**src/hw/rtl/flmf_pkg.sv**
```systemverilog
// Shared widths, codes and defaults of the fuel level midrange filter.
`default_nettype none

package flmf_pkg;

   localparam int LEVEL_W     = 7;
   localparam int ADC_W       = 10;
   localparam int SCALE_W     = 8;
   localparam int INDEX_W     = 7;
   localparam int VALUE_W     = 24;
   localparam int PROD_W      = ADC_W + SCALE_W;
   localparam int CSR_INDEX_W = 1;
   localparam int CSR_DATA_W  = 8;

   localparam int WINDOW_DEPTH_DEF = 8;
   localparam int TABLE_DEPTH_DEF  = 70;

   localparam logic               ENABLE_RESET = 1'b1;
   localparam logic [SCALE_W-1:0] SCALE_RESET  = 8'd1;

   typedef enum logic {
      MODE_SAMPLE      = 1'b0,
      MODE_TABLE_WRITE = 1'b1
   } mode_type;

   typedef enum logic [CSR_INDEX_W-1:0] {
      CSR_MEASURE_ENABLE = 1'b0,
      CSR_ADC_SCALE      = 1'b1
   } csr_index_type;

endpackage

`default_nettype wire

```
**src/hw/rtl/flmf_table.sv**
```systemverilog
// Threshold table: single-port write, registered read, contents undefined until written.
`default_nettype none

module flmf_table #(
   parameter int TABLE_DEPTH = flmf_pkg::TABLE_DEPTH_DEF,
   parameter int ADDR_W      = $clog2(TABLE_DEPTH)
) (
   input  wire logic                        clock,
   input  wire logic                        wr_en,
   input  wire logic [ADDR_W-1:0]           wr_addr,
   input  wire logic [flmf_pkg::VALUE_W-1:0] wr_data,
   input  wire logic                        rd_en,
   input  wire logic [ADDR_W-1:0]           rd_addr,
   output logic      [flmf_pkg::VALUE_W-1:0] rd_data
);

   logic [flmf_pkg::VALUE_W-1:0] mem [TABLE_DEPTH];
   logic [flmf_pkg::VALUE_W-1:0] rd_data_ff;

   always_ff @(posedge clock) begin
      if (wr_en) begin
         mem[wr_addr] <= wr_data;
      end
   end

   always_ff @(posedge clock) begin
      if (rd_en) begin
         rd_data_ff <= mem[rd_addr];
      end
   end

   assign rd_data = rd_data_ff;

endmodule

`default_nettype wire

```
**src/hw/rtl/flmf_window.sv**
```systemverilog
// Level window memory with per-entry valid bits; an entry never written reads as zero.
`default_nettype none

module flmf_window #(
   parameter int WINDOW_DEPTH = flmf_pkg::WINDOW_DEPTH_DEF,
   parameter int ADDR_W       = $clog2(WINDOW_DEPTH)
) (
   input  wire logic                        clock,
   input  wire logic                        reset,
   input  wire logic                        wr_en,
   input  wire logic [ADDR_W-1:0]           wr_addr,
   input  wire logic [flmf_pkg::LEVEL_W-1:0] wr_data,
   input  wire logic                        rd_en,
   input  wire logic [ADDR_W-1:0]           rd_addr,
   output logic      [flmf_pkg::LEVEL_W-1:0] rd_data
);

   logic [flmf_pkg::LEVEL_W-1:0] mem [WINDOW_DEPTH];
   logic [WINDOW_DEPTH-1:0]      vld_ff;
   logic [flmf_pkg::LEVEL_W-1:0] rd_data_ff;
   logic                         rd_vld_ff;

   always_ff @(posedge clock) begin
      if (reset) begin
         vld_ff <= '0;
      end else if (wr_en) begin
         vld_ff[wr_addr] <= 1'b1;
      end
   end

   always_ff @(posedge clock) begin
      if (wr_en) begin
         mem[wr_addr] <= wr_data;
      end
   end

   always_ff @(posedge clock) begin
      if (rd_en) begin
         rd_data_ff <= mem[rd_addr];
         rd_vld_ff  <= vld_ff[rd_addr];
      end
   end

   assign rd_data = rd_vld_ff ? rd_data_ff : '0;

endmodule

`default_nettype wire

```
**src/hw/rtl/fuel_level_midrange_filter.sv**
```systemverilog
// Top level: sequencer for threshold search, window update and min/max scan.
//
//   channel   direction  handshake              payload
//   req_      in         req_valid / req_stall  mode, adc_value, table_index, table_value
//   rsp_      out        rsp_valid / rsp_stall  fuel_level, newest_level, window_min/max
//   csr_      in         csr_write              csr_index, csr_wdata
//
// A sample passes through the search, window, scan and output states to its result:
// the threshold search reads the table memory one entry per cycle, the window scan
// reads the window memory one entry per cycle. Table writes and disabled samples
// stay idle. Reset clears the window valid bits, pointer and control registers, not data.
// A result waiting under rsp_stall blocks only the final output load.
`default_nettype none

module fuel_level_midrange_filter #(
   parameter int WINDOW_DEPTH = flmf_pkg::WINDOW_DEPTH_DEF,
   parameter int TABLE_DEPTH  = flmf_pkg::TABLE_DEPTH_DEF
) (
   input  wire logic                            clock,
   input  wire logic                            reset,
   input  wire logic                            req_valid,
   output logic                                 req_stall,
   input  wire logic                            req_mode,
   input  wire logic [flmf_pkg::ADC_W-1:0]       req_adc_value,
   input  wire logic [flmf_pkg::INDEX_W-1:0]     req_table_index,
   input  wire logic [flmf_pkg::VALUE_W-1:0]     req_table_value,
   output logic                                 rsp_valid,
   input  wire logic                            rsp_stall,
   output logic      [flmf_pkg::LEVEL_W-1:0]     rsp_fuel_level,
   output logic      [flmf_pkg::LEVEL_W-1:0]     rsp_newest_level,
   output logic      [flmf_pkg::LEVEL_W-1:0]     rsp_window_min,
   output logic      [flmf_pkg::LEVEL_W-1:0]     rsp_window_max,
   input  wire logic                            csr_write,
   input  wire logic [flmf_pkg::CSR_INDEX_W-1:0] csr_index,
   input  wire logic [flmf_pkg::CSR_DATA_W-1:0]  csr_wdata
);

   localparam int TAW   = $clog2(TABLE_DEPTH);
   localparam int WAW   = $clog2(WINDOW_DEPTH);
   localparam int CNT_W = $clog2(((TABLE_DEPTH > WINDOW_DEPTH) ? TABLE_DEPTH : WINDOW_DEPTH) + 1);
   localparam int LW    = flmf_pkg::LEVEL_W;
   localparam int PW    = flmf_pkg::PROD_W;
   localparam int VW    = flmf_pkg::VALUE_W;

   typedef enum logic [2:0] {
      ST_IDLE,
      ST_SEARCH,
      ST_WINDOW,
      ST_SCAN,
      ST_OUT
   } state_type;

   state_type                       state_ff, state_in;
   logic                            enable_ff, enable_in;
   logic [flmf_pkg::SCALE_W-1:0]    scale_ff, scale_in;
   logic [PW-1:0]                   product_ff, product_in;
   logic [CNT_W-1:0]                iss_ff, iss_in;
   logic [CNT_W-1:0]                chk_ff, chk_in;
   logic                            chk_vld_ff, chk_vld_in;
   logic [LW-1:0]                   level_ff, level_in;
   logic [WAW-1:0]                  wptr_ff, wptr_in;
   logic [LW-1:0]                   min_ff, min_in;
   logic [LW-1:0]                   max_ff, max_in;
   logic                            rsp_valid_ff, rsp_valid_in;
   logic [LW-1:0]                   rsp_fuel_ff, rsp_fuel_in;
   logic [LW-1:0]                   rsp_newest_ff, rsp_newest_in;
   logic [LW-1:0]                   rsp_min_ff, rsp_min_in;
   logic [LW-1:0]                   rsp_max_ff, rsp_max_in;

   logic                            req_accept;
   logic                            tbl_wr_en;
   logic                            tbl_rd_en;
   logic [VW-1:0]                   tbl_rd_data;
   logic                            win_wr_en;
   logic                            win_rd_en;
   logic [LW-1:0]                   win_rd_data;
   logic [WAW-1:0]                  wptr_next;
   logic [LW:0]                     mid_sum;

   assign req_stall  = (state_ff != ST_IDLE);
   assign req_accept = req_valid && !req_stall;
   assign tbl_wr_en  = req_accept && (req_mode == flmf_pkg::MODE_TABLE_WRITE)
                       && (req_table_index < flmf_pkg::INDEX_W'(TABLE_DEPTH));
   assign wptr_next  = (wptr_ff == WAW'(WINDOW_DEPTH - 1)) ? '0 : wptr_ff + 1'b1;
   assign mid_sum    = {1'b0, min_ff} + {1'b0, max_ff};

   flmf_table #(
      .TABLE_DEPTH (TABLE_DEPTH)
   ) u_table (
      .clock   (clock),
      .wr_en   (tbl_wr_en),
      .wr_addr (req_table_index[TAW-1:0]),
      .wr_data (req_table_value),
      .rd_en   (tbl_rd_en),
      .rd_addr (iss_ff[TAW-1:0]),
      .rd_data (tbl_rd_data)
   );

   flmf_window #(
      .WINDOW_DEPTH (WINDOW_DEPTH)
   ) u_window (
      .clock   (clock),
      .reset   (reset),
      .wr_en   (win_wr_en),
      .wr_addr (wptr_next),
      .wr_data (level_ff),
      .rd_en   (win_rd_en),
      .rd_addr (iss_ff[WAW-1:0]),
      .rd_data (win_rd_data)
   );

   always_comb begin
      state_in      = state_ff;
      enable_in     = enable_ff;
      scale_in      = scale_ff;
      product_in    = product_ff;
      iss_in        = iss_ff;
      chk_in        = chk_ff;
      chk_vld_in    = chk_vld_ff;
      level_in      = level_ff;
      wptr_in       = wptr_ff;
      min_in        = min_ff;
      max_in        = max_ff;
      rsp_valid_in  = rsp_valid_ff;
      rsp_fuel_in   = rsp_fuel_ff;
      rsp_newest_in = rsp_newest_ff;
      rsp_min_in    = rsp_min_ff;
      rsp_max_in    = rsp_max_ff;
      tbl_rd_en     = 1'b0;
      win_wr_en     = 1'b0;
      win_rd_en     = 1'b0;

      if (csr_write) begin
         case (csr_index)
            flmf_pkg::CSR_MEASURE_ENABLE: enable_in = csr_wdata[0];
            flmf_pkg::CSR_ADC_SCALE:      scale_in  = csr_wdata[flmf_pkg::SCALE_W-1:0];
            default: ;
         endcase
      end

      // drop the result once taken
      if (rsp_valid_ff && !rsp_stall) begin
         rsp_valid_in = 1'b0;
      end

      case (state_ff)
         ST_IDLE: begin
            if (req_accept && (req_mode == flmf_pkg::MODE_SAMPLE) && enable_ff) begin
               product_in = PW'(req_adc_value) * PW'(scale_ff);
               iss_in     = '0;
               chk_vld_in = 1'b0;
               state_in   = ST_SEARCH;
            end
         end
         ST_SEARCH: begin
            // issue the next read while the previous entry's data is compared
            tbl_rd_en  = (iss_ff < CNT_W'(TABLE_DEPTH));
            chk_in     = iss_ff;
            chk_vld_in = tbl_rd_en;
            if (tbl_rd_en) begin
               iss_in = iss_ff + 1'b1;
            end
            if (chk_vld_ff) begin
               if (VW'(product_ff) >= tbl_rd_data) begin
                  level_in = LW'(chk_ff);
                  state_in = ST_WINDOW;
               end else if (chk_ff == CNT_W'(TABLE_DEPTH - 1)) begin
                  level_in = LW'(TABLE_DEPTH);
                  state_in = ST_WINDOW;
               end
            end
         end
         ST_WINDOW: begin
            win_wr_en  = 1'b1;
            wptr_in    = wptr_next;
            iss_in     = '0;
            chk_vld_in = 1'b0;
            min_in     = '1;
            max_in     = '0;
            state_in   = ST_SCAN;
         end
         ST_SCAN: begin
            win_rd_en  = (iss_ff < CNT_W'(WINDOW_DEPTH));
            chk_in     = iss_ff;
            chk_vld_in = win_rd_en;
            if (win_rd_en) begin
               iss_in = iss_ff + 1'b1;
            end
            if (chk_vld_ff) begin
               if (win_rd_data < min_ff) begin
                  min_in = win_rd_data;
               end
               if (win_rd_data > max_ff) begin
                  max_in = win_rd_data;
               end
               if (chk_ff == CNT_W'(WINDOW_DEPTH - 1)) begin
                  state_in = ST_OUT;
               end
            end
         end
         ST_OUT: begin
            // hold until the output register is free
            if (!rsp_valid_ff || !rsp_stall) begin
               rsp_valid_in  = 1'b1;
               rsp_fuel_in   = mid_sum[LW:1];
               rsp_newest_in = level_ff;
               rsp_min_in    = min_ff;
               rsp_max_in    = max_ff;
               state_in      = ST_IDLE;
            end
         end
         default: begin
            state_in = ST_IDLE;
         end
      endcase
   end

   always_ff @(posedge clock) begin
      if (reset) begin
         state_ff     <= ST_IDLE;
         enable_ff    <= flmf_pkg::ENABLE_RESET;
         scale_ff     <= flmf_pkg::SCALE_RESET;
         wptr_ff      <= '0;
         chk_vld_ff   <= 1'b0;
         rsp_valid_ff <= 1'b0;
      end else begin
         state_ff     <= state_in;
         enable_ff    <= enable_in;
         scale_ff     <= scale_in;
         wptr_ff      <= wptr_in;
         chk_vld_ff   <= chk_vld_in;
         rsp_valid_ff <= rsp_valid_in;
      end
      product_ff    <= product_in;
      iss_ff        <= iss_in;
      chk_ff        <= chk_in;
      level_ff      <= level_in;
      min_ff        <= min_in;
      max_ff        <= max_in;
      rsp_fuel_ff   <= rsp_fuel_in;
      rsp_newest_ff <= rsp_newest_in;
      rsp_min_ff    <= rsp_min_in;
      rsp_max_ff    <= rsp_max_in;
   end

   assign rsp_valid        = rsp_valid_ff;
   assign rsp_fuel_level   = rsp_fuel_ff;
   assign rsp_newest_level = rsp_newest_ff;
   assign rsp_window_min   = rsp_min_ff;
   assign rsp_window_max   = rsp_max_ff;

   a_mid_in_range: assert property (@(posedge clock) disable iff (reset)
      rsp_valid_ff |-> (rsp_min_ff <= rsp_fuel_ff) && (rsp_fuel_ff <= rsp_max_ff))
      else $error("midrange outside window bounds");

   a_newest_in_range: assert property (@(posedge clock) disable iff (reset)
      rsp_valid_ff |-> (rsp_min_ff <= rsp_newest_ff) && (rsp_newest_ff <= rsp_max_ff))
      else $error("newest level outside window bounds");

   a_out_loads: assert property (@(posedge clock) disable iff (reset)
      (state_ff == ST_OUT) && !rsp_stall |=> rsp_valid_ff && (state_ff == ST_IDLE))
      else $error("result not loaded on free output");

   a_window_then_scan: assert property (@(posedge clock) disable iff (reset)
      win_wr_en |=> (state_ff == ST_SCAN) && (wptr_ff == $past(wptr_next)))
      else $error("window write not followed by scan");

endmodule

`default_nettype wire
```
**config.mk**
```make
export PLATFORM = sky130hd
export DESIGN_NAME = fuel_level_midrange_filter
export DESIGN_NICKNAME = d
export VERILOG_FILES = /design/src/hw/rtl/flmf_pkg.sv /design/src/hw/rtl/flmf_table.sv /design/src/hw/rtl/flmf_window.sv /design/src/hw/rtl/fuel_level_midrange_filter.sv
export SDC_FILE = /design/constraint.sdc
export NUM_CORES = 2
export LEC_CHECK = 0
export BUFFER_PORTS_ARGS = -buffer_cell sky130_fd_sc_hd__buf_2
export CORE_ASPECT_RATIO = 0.9
export CORE_UTILIZATION = 31
export DETAILED_ROUTE_END_ITERATION = 10
export PLACE_DENSITY = 0.45
export SLEW_MARGIN = 25
export SYNTH_ARGS = -nofsm -noshare
export SYNTH_HDL_FRONTEND = slang
export SYNTH_SLANG_ARGS = --single-unit
```
**constraint.sdc**
```tcl
create_clock -name clock -period 8.2 [get_ports clock]
set_input_delay 0.82 -clock clock [delete_from_list [all_inputs] [get_ports clock]]
set_output_delay 0.82 -clock clock [all_outputs]
set_load 0.005 [all_outputs]
```
==> impl_metrics.py <==
metrics = {
    "worst_setup_path": {
        "startpoint_type": "register",
        "cp-end-kind": "register",
        "crit_required_ps": 8820,
        "critPathArrivalTime_ps": 5220,
        "cp_slowest_stage_delay_ps": 550,
        "path_buf_inv": 2,
        "critPathMaxFanout": 11,
        "path_cells": "and2_1 > fa_1 > fa_1 > fa_1 > inv_1 > fa_1 > inv_1 > ha_1 > o21a_1 > o21ai_0 > nor2b_1 > a2111o_1 > and3_1 > a211oi_1",
        "crit_type": "reg2reg",
        "critPathSlowestCell": "dfxtp_1",
        "path_common_cell": "fa_1",
        "path_delay_family": "adder cells",
    },
    "power_and_ir_drop": {
        "power_frac_seq": 0.436,
        "comb_power_share": 0.215,
        "clockPowerShare": 0.349,
        "p_int_mw": 17.6,
        "p_leak_nw": 27.6,
        "switchingPower_mw": 7.05,
        "p_per_area_nw_per_um2": 284,
        "vdd_drop_max_uv": 222,
        "switching_share": 0.286,
    },
    "detailed_routing": {
        "drc": 0,
        "num_vias": 36700,
        "viasPerCell": 5.05,
        "drtAntennaViolNets": 0,
        "wl_mm": 207,
        "first_iter_violations": 3802,
        "dr.pass1.iters": 5,
        "wl_per_cell_um": 28.4,
    },
    "run_status": {
        "status": "completed",
    },
    "cells_and_area": {
        "finalNetCount": 4106,
        "stdcell_count": 7268,
        "drive_above_1_share": 0.253,
        "area_growth_pct": 15.7,
        "fin_area_um2": 86700,
    },
    "clock_network": {
        "cts_made_buffers": 190,
        "clockRootBuffer": "clkbuf_16",
        "cts_setup_buffers": 0,
        "path_clk_slew_ps": 60,
        "hold_buffers": 0,
        "cts.htree.levels": 4,
        "clock_latency_ps": 830,
        "cts_resized": 0,
        "clockBufferDepth": 3,
        "clock-sinks": 1874,
        "cts_tree": "yes",
    },
    "timing": {
        "tightest_slew_ps": 1140,
        "setup_viol": 0,
        "finalCritPeriodShare": 0.562,
        "finalHoldViolations": 0,
        "rsz0062_at_grt": "no",
        "finalCriticalPeriod_ps": 4600,
        "tns_ps": 0,
        "fmax_mhz": 217,
        "slew_headroom": 0.240,
        "final.setup_skew_ps": 31.4,
        "maxSlewViolCount": 0,
    },
    "placement": {
        "post-dp-hpwl_mm": 120,
        "port_buffers": 85,
        "place_congestion": 0.772,
        "dpl_cell_area_um2": 80400,
        "place_inst": 6902,
    },
    "yosys": {
        "ys_seq_area_frac": 0.747,
        "synth_warnings": 0,
        "async_flop_share": 0,
        "syn_area_um2": 75000,
        "yosysUniqueCellTypes": 62,
        "synth-seq-cells": 1874,
        "syn_avg_cell_area_um2": 20.4,
        "synth_ff_type": "edfxtp_1",
        "synth_edf_count": 1849,
        "syn_nets": 3859,
        "synth_cells": 3676,
    },
    "global_routing": {
        "antenna_found_initial": 20,
        "grt_max_degree": 99,
        "grt_first_pass_wirelength_mm": 292,
        "overflow": 0,
        "grt_pass1_vias": 37500,
        "grt_usage": 0.169,
    },
    "floorplanning": {
        "ioPinCount": 86,
        "core_um2": 240000,
        "initial_core_util": 0.313,
        "die_y_um": 469,
        "rows": 170,
        "fp.dieW_um": 520,
        "die-area_um2": 244000,
    },
    "hold_path": {
        "hp-class": "in2reg",
    },
    "job": {
        "max_cap_violations": 0,
    },
}
[state kept, by name (all words and copies together), names as in the netlist, 3 cells and up]
| name | flops |
|---|---|
| rsp_window_min | 7 |
| u_window.vld_ff | 8 |
| rsp_newest_level | 7 |
| rsp_window_max | 7 |
| u_table.mem | 1680 |
| chk_ff | 7 |
| state_ff | 3 |
| scale_ff | 8 |
| wptr_ff | 3 |
| u_window.rd_data_ff | 7 |
| u_window.mem | 56 |
| product_ff | 18 |
| max_ff | 7 |
| rsp_fuel_level | 7 |
| iss_ff | 7 |
| level_ff | 7 |
| u_table.rd_data | 24 |
| min_ff | 7 |
[cell families (layout without fill, tap and decap cells)]
logic type,Yosys count,after routing,synth area share
flip-flops,1874,1874,0.747
multiplexers,543,543,0.148
AND/OR/NAND/NOR,538,538,0.0325
AO/OA/AOI/OAI,290,290,0.0258
buffers and inverters,282,685,0.0182
adder cells (fa/ha/maj),127,127,0.0261
XOR/XNOR,22,22,0.00257
other,0,7,0
[synthesized netlist by cell type, types with 15 or more instances]
library cell,number,share of area
edfxtp_1,1849,0.74
mux4_2,451,0.14
nand2_1,176,0.0088
nor2_1,166,0.0083
inv_1,112,0.0056
mux2i_1,88,0.012
ha_1,78,0.013
and2_1,73,0.0061
clkbuf_1,67,0.0034
a21oi_1,62,0.0041
o21ai_0,55,0.0037
fa_1,49,0.013
buf_2,44,0.0029
nand3_1,40,0.0027
buf_4,30,0.0030
nor3_1,29,0.0019
dfxtp_1,25,0.0067
a221oi_1,23,0.0027
o22ai_1,22,0.0018
a22oi_1,17,0.0017
xnor2_1,17,0.0020
a211oi_1,16,0.0016
buf_6,15,0.0023
[metal layers]
| metal | routed length [um] | track usage |
|---|---|---|
| met1 | 96500 | 0.248 |
| met2 | 92000 | 0.254 |
| met3 | 13400 | 0.0354 |
| met4 | 4740 | 0.0446 |
| met5 | 0 | 0.00888 |
[cells in the final DEF, fill, tap and decap left out, types with 12 or more instances in the layout]
master     netlist  final
mux4_2         451    451
buf_16           0     25
nand3_1         40     40
clkbuf_1        67     38
o21ai_0         55     55
nor3_1          29     28
dfxtp_1         25     25
o22ai_1         22     22
buf_2           44     85
mux2i_1         88     88
buf_4           30    100
nand2_1        176    176
a22oi_1         17     17
nor2b_1         13     12
nor2_4           0     50
buf_12           0     12
nor2_2           0     24
clkbuf_16        0    195
xnor2_1         17     17
bufinv_16        0     15
o211ai_1        13     13
ha_1            78     78
a21oi_1         62     61
fa_1            49     49
a221oi_1        23     23
a31oi_1         13     12
clkinv_2         0     32
a211oi_1        16     14
clkinv_1         0     50
nor2_1         166     92
inv_1          112    110
and2_1          73     73
edfxtp_1      1849   1849
[power groups by stage]
stage	logic [mW]	clock network [mW]	registers [mW]
5_1_grt	5.64	9.14	10.7
4_1_cts	5.38	8.79	10.7
3_5_place_dp	5.36	0	10.9
2_1_floorplan	3.33	0	10.9
6_report	5.30	8.58	10.7
3_3_place_gp	5.37	0	10.9
[cell type report]
| type | instances | area (um^2) |
|---|---|---|
| tap | 3182 | 3980 |
| sequential | 1874 | 56000 |
| clock inverter | 112 | 1000 |
| clock buffer | 236 | 5060 |
| inverter | 112 | 428 |
| timing repair buffer | 225 | 2130 |
| antenna | 7 | 17.5 |
| multi-input combinational | 1520 | 18100 |
| fill | 22100 | 153000 |
[per-stage QoR]
stage / power, mW / setup slack (ps) / utilization / hold slack (ps)
floorplan: 14.2 / 3650 / - / 421
detailed placement: 16.3 / 3200 / 0.336 / 451
finish: 24.6 / 3600 / 0.362 / 269
CTS: 24.9 / 3550 / 0.361 / 206
global placement: 16.3 / 3210 / 0.334 / 450
global route: 25.5 / 3280 / 0.362 / 240
[worst reg2reg max path: cells and delay by family, from the launching register on]
| family | cells | cell delay, ps |
|---|---|---|
| buffers and inverters | 2 | 100 |
| adder cells (fa/ha/maj) | 5 | 2290 |
| AND/OR/NAND/NOR | 3 | 570 |
| flip-flops | 1 | 550 |
| AO/OA/AOI/OAI | 4 | 900 |
[final timing paths]
check	cells past startpoint	endpoint	slack, ps	from
setup / recovery	14	product_ff[17]	3600	scale_ff[3]
hold / removal	3	scale_ff[5]	270	csr_wdata[5]
setup reg to reg	14	product_ff[17]	3600	scale_ff[3]
hold reg to reg	2	u_window.vld_ff[6]	460	u_window.vld_ff[6]
(Power assumes the default switching activity.)
